==> src/hdl/psnr_pkg.sv <==
// PSNR metric package: widths, constants, sequencer states and normaliser status.
// No dependencies; imported by every module of the PSNR block.
`timescale 1ns / 1ps

package psnr_pkg;

    localparam int MAX_PIXELS_LOG2 = 24;
    localparam int PIX_W    = 8;
    localparam int CNT_W    = MAX_PIXELS_LOG2 + 1;
    localparam int SSE_W    = MAX_PIXELS_LOG2 + 18;
    localparam int NRM_W    = SSE_W + 1;
    localparam int MANT_W   = 31;
    localparam int EXP_W    = 6;
    localparam int FRAC_W   = 24;
    localparam int LOG_W    = EXP_W + FRAC_W;
    localparam int ITER_W   = 5;
    localparam int MUL_W    = 32;
    localparam int PROD_W   = 2 * MUL_W;
    localparam int PSNR_W   = 15;
    localparam int RND_BIT  = 40;
    localparam int RND_W    = PROD_W - RND_BIT;
    localparam int IN_DATA_W  = 48;
    localparam int OUT_DATA_W = 64;

    localparam logic [CNT_W-1:0]  CNT_MAX   = {CNT_W{1'b1}};
    localparam logic [SSE_W-1:0]  SSE_MAX   = {SSE_W{1'b1}};
    localparam logic [MUL_W-1:0]  PEAK_X3   = MUL_W'(195075);
    localparam logic [MUL_W-1:0]  TEN_LOG2  = MUL_W'(50504453);
    localparam logic [PSNR_W-1:0] PSNR_SAT  = PSNR_W'(32767);
    localparam logic [PSNR_W-1:0] PSNR_SAME = PSNR_W'(25600);
    localparam logic [EXP_W-1:0]  EXP_TOP   = EXP_W'(NRM_W - 1);
    localparam logic [ITER_W-1:0] ITER_LAST = ITER_W'(FRAC_W - 1);
    localparam logic [PROD_W-1:0] RND_HALF  = PROD_W'(1) << (RND_BIT - 1);

    typedef enum logic [3:0] {
        ST_IDLE,
        ST_SQ,
        ST_CHK,
        ST_CNT_CAP,
        ST_NORM,
        ST_LOG_MUL,
        ST_LOG_UPD,
        ST_SCALE_MUL,
        ST_SCALE_CAP,
        ST_OUT
    } t_state;

    typedef struct packed {
        logic              done;
        logic [EXP_W-1:0]  exponent;
        logic [MANT_W-1:0] mantissa;
    } t_norm_stat;

endpackage

==> src/hdl/psnr_mul.sv <==
// Shared 32x32 unsigned multiplier with registered product.
// Depends on psnr_pkg.
`timescale 1ns / 1ps

module psnr_mul (
    input  logic                          i_clk,
    input  logic [psnr_pkg::MUL_W-1:0]    i_a,
    input  logic [psnr_pkg::MUL_W-1:0]    i_b,
    output logic [psnr_pkg::PROD_W-1:0]   o_prod
);
    import psnr_pkg::*;

    logic [PROD_W-1:0] r_prod;

    always_ff @(posedge i_clk) begin
        r_prod <= PROD_W'(i_a) * PROD_W'(i_b);
    end

    assign o_prod = r_prod;

endmodule

==> src/hdl/psnr_norm.sv <==
// Leading-one normaliser: shifts by eight or one bit a cycle, tracks the exponent.
// Depends on psnr_pkg.
`timescale 1ns / 1ps

module psnr_norm (
    input  logic                          i_clk,
    input  logic                          i_rst_n,
    input  logic                          i_start,
    input  logic [psnr_pkg::NRM_W-1:0]    i_value,
    output psnr_pkg::t_norm_stat          o_stat
);
    import psnr_pkg::*;

    logic              r_busy;
    logic [NRM_W-1:0]  r_x;
    logic [EXP_W-1:0]  r_e;
    logic              w_top;

    assign w_top = r_x[NRM_W-1];

    always_ff @(posedge i_clk) begin
        if (!i_rst_n) begin
            r_busy <= 1'b0;
        end else if (i_start) begin
            r_busy <= 1'b1;
        end else if (w_top) begin
            r_busy <= 1'b0;
        end
    end

    always_ff @(posedge i_clk) begin
        if (i_start) begin
            r_x <= i_value;
            r_e <= EXP_TOP;
        end else if (r_busy && !w_top) begin
            if (r_x[NRM_W-1 -: 8] == 8'd0) begin
                r_x <= r_x << 8;
                r_e <= r_e - EXP_W'(8);
            end else begin
                r_x <= r_x << 1;
                r_e <= r_e - EXP_W'(1);
            end
        end
    end

    assign o_stat.done     = r_busy & w_top;
    assign o_stat.exponent = r_e;
    assign o_stat.mantissa = r_x[NRM_W-1 -: MANT_W];

endmodule

==> src/hdl/image_psnr_metric_core.sv <==
// PSNR meter top level: sequencer, error/pixel sums, fixed-point log and result register.
// Depends on psnr_pkg, psnr_mul and psnr_norm.
//
// channel  | valid/ready              | payload
// ---------+--------------------------+-------------------------------------------
// pixel in | i_s_tvalid / o_s_tready  | i_s_tdata (6 samples), i_s_tlast
// result   | o_m_tvalid / i_m_tready  | o_m_tdata (psnr, sse), o_m_tuser (identical)
//
// A pixel is accepted, then squared channel by channel: three squarings on the shared multiplier.
// A last pixel with a nonzero error sum adds two log2 passes of 24 squarings each on
// the multiplier, plus normalisation and, unless the result is zero, scaling.
// Ready is high only in idle; a waiting result stalls only the next image's end.
// Synchronous active-low reset clears sums, sequencer and result valid.
`timescale 1ns / 1ps

module image_psnr_metric_core (
    input  logic                                 i_clk,
    input  logic                                 i_rst_n,
    input  logic                                 i_s_tvalid,
    output logic                                 o_s_tready,
    // ref_red, ref_green, ref_blue, cmp_red, cmp_green, cmp_blue
    input  logic [psnr_pkg::IN_DATA_W-1:0]       i_s_tdata,
    input  logic                                 i_s_tlast,
    output logic                                 o_m_tvalid,
    input  logic                                 i_m_tready,
    // psnr_fixed, squared_error_sum, zero pad
    output logic [psnr_pkg::OUT_DATA_W-1:0]      o_m_tdata,
    // identical
    output logic                                 o_m_tuser
);
    import psnr_pkg::*;

    t_state             r_state, n_state;
    logic [PIX_W-1:0]   r_dr, r_dg, r_db;
    logic               r_last;
    logic [1:0]         r_idx;
    logic [CNT_W-1:0]   r_cnt, n_cnt;
    logic [SSE_W-1:0]   r_acc, n_acc;
    logic [MANT_W-1:0]  r_m;
    logic [EXP_W-1:0]   r_e;
    logic [FRAC_W-1:0]  r_frac;
    logic [ITER_W-1:0]  r_iter;
    logic               r_pass;
    logic [LOG_W-1:0]   r_ln;
    logic [LOG_W-1:0]   r_dlog;
    logic [PSNR_W-1:0]  r_res_psnr;
    logic               r_res_ident;
    logic               r_ovalid;
    logic [PSNR_W-1:0]  r_o_psnr;
    logic               r_o_ident;
    logic [SSE_W-1:0]   r_o_sse;

    logic [MUL_W-1:0]   w_mul_a, w_mul_b;
    logic [PROD_W-1:0]  w_prod;
    logic               w_norm_start;
    logic [NRM_W-1:0]   w_norm_val;
    t_norm_stat         w_norm;
    logic               w_accept;
    logic               w_out_free;
    logic [SSE_W:0]     w_sum;
    logic [PIX_W-1:0]   w_sq_op;
    logic [FRAC_W-1:0]  w_frac_nx;
    logic [MANT_W-1:0]  w_m_nx;
    logic [LOG_W-1:0]   w_ld;
    logic [PROD_W-1:0]  w_rnd_sum;
    logic [RND_W-1:0]   w_rnd;

    function automatic logic [PIX_W-1:0] abs_diff(input logic [PIX_W-1:0] a,
                                                  input logic [PIX_W-1:0] b);
        return (a >= b) ? (a - b) : (b - a);
    endfunction

    psnr_mul u_mul (
        .i_clk  (i_clk),
        .i_a    (w_mul_a),
        .i_b    (w_mul_b),
        .o_prod (w_prod)
    );

    psnr_norm u_norm (
        .i_clk   (i_clk),
        .i_rst_n (i_rst_n),
        .i_start (w_norm_start),
        .i_value (w_norm_val),
        .o_stat  (w_norm)
    );

    assign w_accept   = i_s_tvalid && (r_state == ST_IDLE);
    assign o_s_tready = (r_state == ST_IDLE);
    assign w_out_free = !r_ovalid || i_m_tready;

    assign w_sum     = {1'b0, r_acc} + (SSE_W+1)'(w_prod[2*PIX_W-1:0]);
    assign w_frac_nx = {r_frac[FRAC_W-2:0], w_prod[2*MANT_W-1]};
    assign w_m_nx    = w_prod[2*MANT_W-1] ? w_prod[2*MANT_W-1 -: MANT_W]
                                          : w_prod[2*MANT_W-2 -: MANT_W];
    assign w_ld      = {r_e, w_frac_nx};
    assign w_rnd_sum = w_prod + RND_HALF;
    assign w_rnd     = w_rnd_sum[PROD_W-1:RND_BIT];

    // next state
    always_comb begin
        n_state = r_state;
        unique case (r_state)
            ST_IDLE:      if (w_accept) n_state = ST_SQ;
            ST_SQ:        if (r_idx == 2'd3) n_state = r_last ? ST_CHK : ST_IDLE;
            ST_CHK:       n_state = (r_acc == '0) ? ST_OUT : ST_CNT_CAP;
            ST_CNT_CAP:   n_state = ST_NORM;
            ST_NORM:      if (w_norm.done) n_state = ST_LOG_MUL;
            ST_LOG_MUL:   n_state = ST_LOG_UPD;
            ST_LOG_UPD: begin
                if (r_iter != ITER_LAST) begin
                    n_state = ST_LOG_MUL;
                end else if (!r_pass) begin
                    n_state = ST_NORM;
                end else begin
                    n_state = (r_ln <= w_ld) ? ST_OUT : ST_SCALE_MUL;
                end
            end
            ST_SCALE_MUL: n_state = ST_SCALE_CAP;
            ST_SCALE_CAP: n_state = ST_OUT;
            ST_OUT:       if (w_out_free) n_state = ST_IDLE;
            default:      n_state = ST_IDLE;
        endcase
    end

    // shared unit operands and normaliser launch
    always_comb begin
        w_mul_a      = '0;
        w_mul_b      = '0;
        w_norm_start = 1'b0;
        w_norm_val   = {1'b0, r_acc};
        unique case (r_idx)
            2'd0:    w_sq_op = r_dr;
            2'd1:    w_sq_op = r_dg;
            2'd2:    w_sq_op = r_db;
            default: w_sq_op = '0;
        endcase
        unique case (r_state)
            ST_SQ: begin
                w_mul_a = MUL_W'(w_sq_op);
                w_mul_b = MUL_W'(w_sq_op);
            end
            ST_CHK: begin
                w_mul_a = MUL_W'(r_cnt);
                w_mul_b = PEAK_X3;
            end
            ST_CNT_CAP: begin
                w_norm_start = 1'b1;
                w_norm_val   = w_prod[NRM_W-1:0];
            end
            ST_LOG_MUL: begin
                w_mul_a = MUL_W'(r_m);
                w_mul_b = MUL_W'(r_m);
            end
            ST_LOG_UPD:   w_norm_start = (r_iter == ITER_LAST) && !r_pass;
            ST_SCALE_MUL: begin
                w_mul_a = MUL_W'(r_dlog);
                w_mul_b = TEN_LOG2;
            end
            default: ;
        endcase
    end

    // sums
    always_comb begin
        n_acc = r_acc;
        n_cnt = r_cnt;
        unique case (r_state)
            ST_IDLE: if (w_accept && r_cnt != CNT_MAX) n_cnt = r_cnt + CNT_W'(1);
            ST_SQ:   if (r_idx != 2'd0) n_acc = w_sum[SSE_W] ? SSE_MAX : w_sum[SSE_W-1:0];
            ST_OUT: if (w_out_free) begin
                n_acc = '0;
                n_cnt = '0;
            end
            default: ;
        endcase
    end

    always_ff @(posedge i_clk) begin
        if (!i_rst_n) begin
            r_state  <= ST_IDLE;
            r_acc    <= '0;
            r_cnt    <= '0;
            r_ovalid <= 1'b0;
            r_idx    <= '0;
            r_iter   <= '0;
            r_pass   <= 1'b0;
        end else begin
            r_state <= n_state;
            r_acc   <= n_acc;
            r_cnt   <= n_cnt;
            if (r_state == ST_OUT && w_out_free) begin
                r_ovalid <= 1'b1;
            end else if (i_m_tready) begin
                r_ovalid <= 1'b0;
            end
            if (w_accept) begin
                r_idx <= '0;
            end else if (r_state == ST_SQ) begin
                r_idx <= r_idx + 2'd1;
            end
            if (r_state == ST_CNT_CAP) begin
                r_pass <= 1'b0;
            end else if (r_state == ST_LOG_UPD && r_iter == ITER_LAST) begin
                r_pass <= 1'b1;
            end
            if (r_state == ST_NORM) begin
                r_iter <= '0;
            end else if (r_state == ST_LOG_UPD) begin
                r_iter <= r_iter + ITER_W'(1);
            end
        end
    end

    always_ff @(posedge i_clk) begin
        if (w_accept) begin
            r_dr   <= abs_diff(i_s_tdata[0*PIX_W +: PIX_W], i_s_tdata[3*PIX_W +: PIX_W]);
            r_dg   <= abs_diff(i_s_tdata[1*PIX_W +: PIX_W], i_s_tdata[4*PIX_W +: PIX_W]);
            r_db   <= abs_diff(i_s_tdata[2*PIX_W +: PIX_W], i_s_tdata[5*PIX_W +: PIX_W]);
            r_last <= i_s_tlast;
        end
        if (r_state == ST_CHK) begin
            r_res_psnr  <= PSNR_SAME;
            r_res_ident <= 1'b1;
        end
        if (r_state == ST_NORM && w_norm.done) begin
            r_m    <= w_norm.mantissa;
            r_e    <= w_norm.exponent;
            r_frac <= '0;
        end
        if (r_state == ST_LOG_UPD) begin
            r_m    <= w_m_nx;
            r_frac <= w_frac_nx;
            if (r_iter == ITER_LAST) begin
                if (!r_pass) begin
                    r_ln <= w_ld;
                end else begin
                    r_dlog      <= r_ln - w_ld;
                    r_res_psnr  <= '0;
                    r_res_ident <= 1'b0;
                end
            end
        end
        if (r_state == ST_SCALE_CAP) begin
            r_res_psnr <= (w_rnd > RND_W'(PSNR_SAT)) ? PSNR_SAT : w_rnd[PSNR_W-1:0];
        end
        if (r_state == ST_OUT && w_out_free) begin
            r_o_psnr  <= r_res_psnr;
            r_o_ident <= r_res_ident;
            r_o_sse   <= r_acc;
        end
    end

    assign o_m_tvalid = r_ovalid;
    assign o_m_tuser  = r_o_ident;
    assign o_m_tdata  = {{(OUT_DATA_W-PSNR_W-SSE_W){1'b0}}, r_o_sse, r_o_psnr};

endmodule
==> config.mk <==
export PLATFORM = sky130hd
export DESIGN_NAME = image_psnr_metric_core
export DESIGN_NICKNAME = d
export VERILOG_FILES = /design/src/hdl/psnr_pkg.sv /design/src/hdl/psnr_mul.sv /design/src/hdl/psnr_norm.sv /design/src/hdl/image_psnr_metric_core.sv
export SDC_FILE = /design/constraint.sdc
export NUM_CORES = 2
export LEC_CHECK = 0
export ABC_AREA = 1
export ABC_CLOCK_PERIOD_IN_PS = 13050
export BUFFER_PORTS_ARGS = -buffer_cell sky130_fd_sc_hd__buf_2
export CORE_MARGIN = 8
export CORE_UTILIZATION = 40
export DETAILED_ROUTE_END_ITERATION = 6
export GPL_TIMING_DRIVEN = 0
export PLACE_DENSITY = 0.66
export SYNTH_ARGS = -nofsm -noshare
export SYNTH_HDL_FRONTEND = slang
export SYNTH_SLANG_ARGS = --single-unit
==> constraint.sdc <==
create_clock -name i_clk -period 13.05 [get_ports i_clk]
set_clock_uncertainty 0.2 [all_clocks]
set_input_delay 2.61 -clock i_clk [delete_from_list [all_inputs] [get_ports i_clk]]
set_output_delay 2.61 -clock i_clk [all_outputs]
set_load 0.02 [all_outputs]
==> impl_results.md <==
- Status: finished, violations left
- Failing checks: max-capacitance violations
- CTS Buffer Depth: 3
- Dpl ws: around 3.1 ns
- GP Congestion: just over 1
- Sw Share: 0.374
- Clk slew on worst S/H paths: roughly 0.070 ns
- Syn Inst Count: roughly 6.7k
- Comb pwr share: 0.300
- Flops & latches, synth: approximately 410
- CTS Hold Bufs: 0
- Power Density: 69.1 nW/µm²
- Detailed Route Iter0 Violations: 4517
- Die H: about 380 µm
- Final hold vios: 0
- Port buffer count: about 110
- Crit end category: flop
- Post-DP HPWL: roughly 170 mm
- # rows: approximately 140
- Most frequent CP cell: fa_1
- Clk sinks: approximately 410
- Syn_area_per_cell: around 8.1 µm²
- Clk pwr share: 0.323
- Setup TNS Final: 0 ns
- Hold WC Path Type: flop to flop
- Post-synth EDFFs: between 200 and 250
- Final WL: slightly above 200 mm
- Synth top area share: 0.313
- Die area: between 100000 and 150000 µm²
- Max IR drop VDD: 0.0933 mV
- Final Cycle Share: 0.790
- Die width: between 300 and 400 µm
- Net Sw Power: 1.52 mW
- Max frequency: 97.0 MHz
- Critical path peak fanout: 10
- Largest net degree at the start of global routing: 38
- Synth unique cells: 60
- Synthesis-to-finish area growth: 8.24%
- CTS tree: built
- Mapped cell area: around 54000 µm²
- Initial antenna violation count: 6
- Seq pwr share: 0.377
- Setup ws final: ~2.7 ns
- Fraction of layout cells with a size suffix above 1: 0.0599
- Yosys top cell by area: fa_1
- Slew HR: 0.00837
- GRT overflow: 0
- Critical Path RT: 13.28 ns
- Crit Path Class: flop to flop
- Residual DRC: 0
- CP max-delay cell: fa_1
- Starting Density: 0.401
- Clock root buffer: clkbuf_16
- Via count: 46.1k
- # H-tree levels: 2
- Post-CTS setup buffers: 0
- Critical path arrival: 10.54 ns
- Fin crit period: between 10 and 15 ns
- Gr usage total: 0.276
- Asr flop ratio synth: 0
- CTS buffer count: 40
- Max-Cap Viols: 1
- Core ar.: 135000 µm²
- Clk_lat worst skew: between 0.5 and 0.6 ns
- Synth cell count leaders: nand2_1 (1583), inv_1 (1443), fa_1 (845)
- 1st-pass router iterations: 7
- Synth Flop Type: edfxtp_1
- Max-slew violations: 0
- P_int: roughly 2.5 mW
- WL/cell: about 24 µm
- Post-CTS Resized: 0
- Detail Route Antenna Nets: 0
- Ranking of synthesized cells by area: fa_1 (31%), edfxtp_1 (14%), nand2_1 (11%)
- Final Setup Violations: 0
- Final nets: between 8k and 9k
- Static leakage: 28.1 nW
- Design Power: 4.05 mW
- Worst setup SP type: flop
- Top-count cell post-synth: nand2_1
- I/O Pins: 120
- Warnings from Yosys: 0
- Vias per cell: around 5.3
- CP peak stage delay: around 0.65 ns
- First-pass GRT wire length: just over 300 mm
- Vias in the first global route: 47.4k
- Tightest Pin Transition: ~1.5 ns
- RSZ-0062 raised after global routing: no
- Post-synthesis sequential area ratio: 0.198
[per-layer routing]
layer | share of wire | routed length, µm | vias up | GRT usage
li1 | - | - | 20600 | -
met1 | 0.39 | 80400 | 22600 | 0.355
met2 | 0.44 | 90800 | 2407 | 0.437
met3 | 0.10 | 20700 | 526 | 0.0610
met4 | 0.065 | 13300 | 2 | 0.146
met5 | 0.000054 | 11 | - | 0
[final cells by class]
| cell class | instances | area, µm² |
|---|---|---|
| Antenna cell | 4 | 10.0 |
| Buffer | 227 | 1080 |
| Clock buffer | 46 | 1050 |
| Clock inverter | 25 | 395 |
| Fill cell | 13700 | 76200 |
| Inverter | 1495 | 5610 |
| Multi-Input combinational cell | 4588 | 36800 |
| Sequential cell | 411 | 10700 |
| Tap cell | 1781 | 2230 |
| Timing Repair Buffer | 119 | 696 |
[final timing paths]
path	slack, ns	end	start	depth (start not counted)
max	2.74	u_mul.o_prod[40]$_DFF_P_	r_state[0]$_SDFFE_PN0P_	29
min	0.23	r_o_sse[16]$_DFFE_PP_	r_acc[16]$_SDFFE_PN0P_	0
max reg2reg	2.74	u_mul.o_prod[40]$_DFF_P_	r_state[0]$_SDFFE_PN0P_	29
min reg2reg	0.23	r_o_sse[16]$_DFFE_PP_	r_acc[16]$_SDFFE_PN0P_	0
[sequential cells by signal, summed over array words and instances, names as in the netlist, 15 cells and up]
| signal | cells |
|---|---|
| r_cnt | 25 |
| r_res_psnr | 15 |
| r_m | 31 |
| r_o_psnr | 15 |
| r_o_sse | 42 |
| r_frac | 23 |
| r_ln | 30 |
| u_mul.o_prod | 62 |
| r_dlog | 30 |
| u_norm.r_x | 43 |
| r_acc | 42 |
[power groups by stage]
stage / Combinational (mW) / Sequential, mW / Clock [mW]
after floorplan: 0.672 / 1.52 / 0
after global placement: 1.17 / 1.55 / 0
after detailed placement: 1.18 / 1.55 / 0
after CTS: 1.19 / 1.52 / 1.34
after global routing: 1.29 / 1.53 / 1.37
final: 1.22 / 1.53 / 1.31
[kinds of logic after synthesis]
kind of cell             count (synthesis)  synth area share
AND/OR/NAND/NOR                       2649             0.197
buffers and inverters                 1722             0.124
adder cells (fa/ha/maj)               1200             0.395
AO/OA/AOI/OAI                          584            0.0622
flip-flops                             411             0.198
XOR/XNOR                               145            0.0235
multiplexers                             3          0.000555
other                                    1         0.0000693
[critical path, delay by kind of cell, from the launching register on]
family          cells  cell delay, ns
buf+inv             8            1.42
compound gates      5            1.53
fa+ha+maj           9            4.79
xor+xnor            1            0.38
simple gates        6            1.40
flops               1            0.42
[metrics by stage]
step / utilization / instances / hold slack (ns) / instance area (µm²)
finish: 0.434 / 8696 / 0.234 / 58600
global placement: 0.422 / 8614 / 0.218 / 56900
floorplan: - / 6721 / 0.203 / 54100
detailed placement: 0.423 / 8620 / 0.216 / 57100
CTS: 0.434 / 8691 / 0.236 / 58500
global route: 0.434 / 8692 / 0.243 / 58500
[cell usage in the layout (no fill, tap or decap), drive strengths merged, types with 3 or more instances in the layout]
cell type  count
buf          252
o21bai        15
o221ai        13
diode          4
o211ai        37
a221o          6
a21o           9
clkinvlp       3
edfxtp       246
nor2         677
clkinv        15
xor2         111
nand2       1594
o21ai        194
nand4         36
xnor2         34
bufinv        10
dfxtp        165
ha           355
a31oi         24
conb           7
nor4          13
clkbuf       140
inv         1492
nand3        268
a21oi        262
fa           845
nor3          46
a211oi         8
a221oi         6
nand3b         6
a21boi         5
mux2i          3
nor3b          4
(Power assumes the default switching activity.)
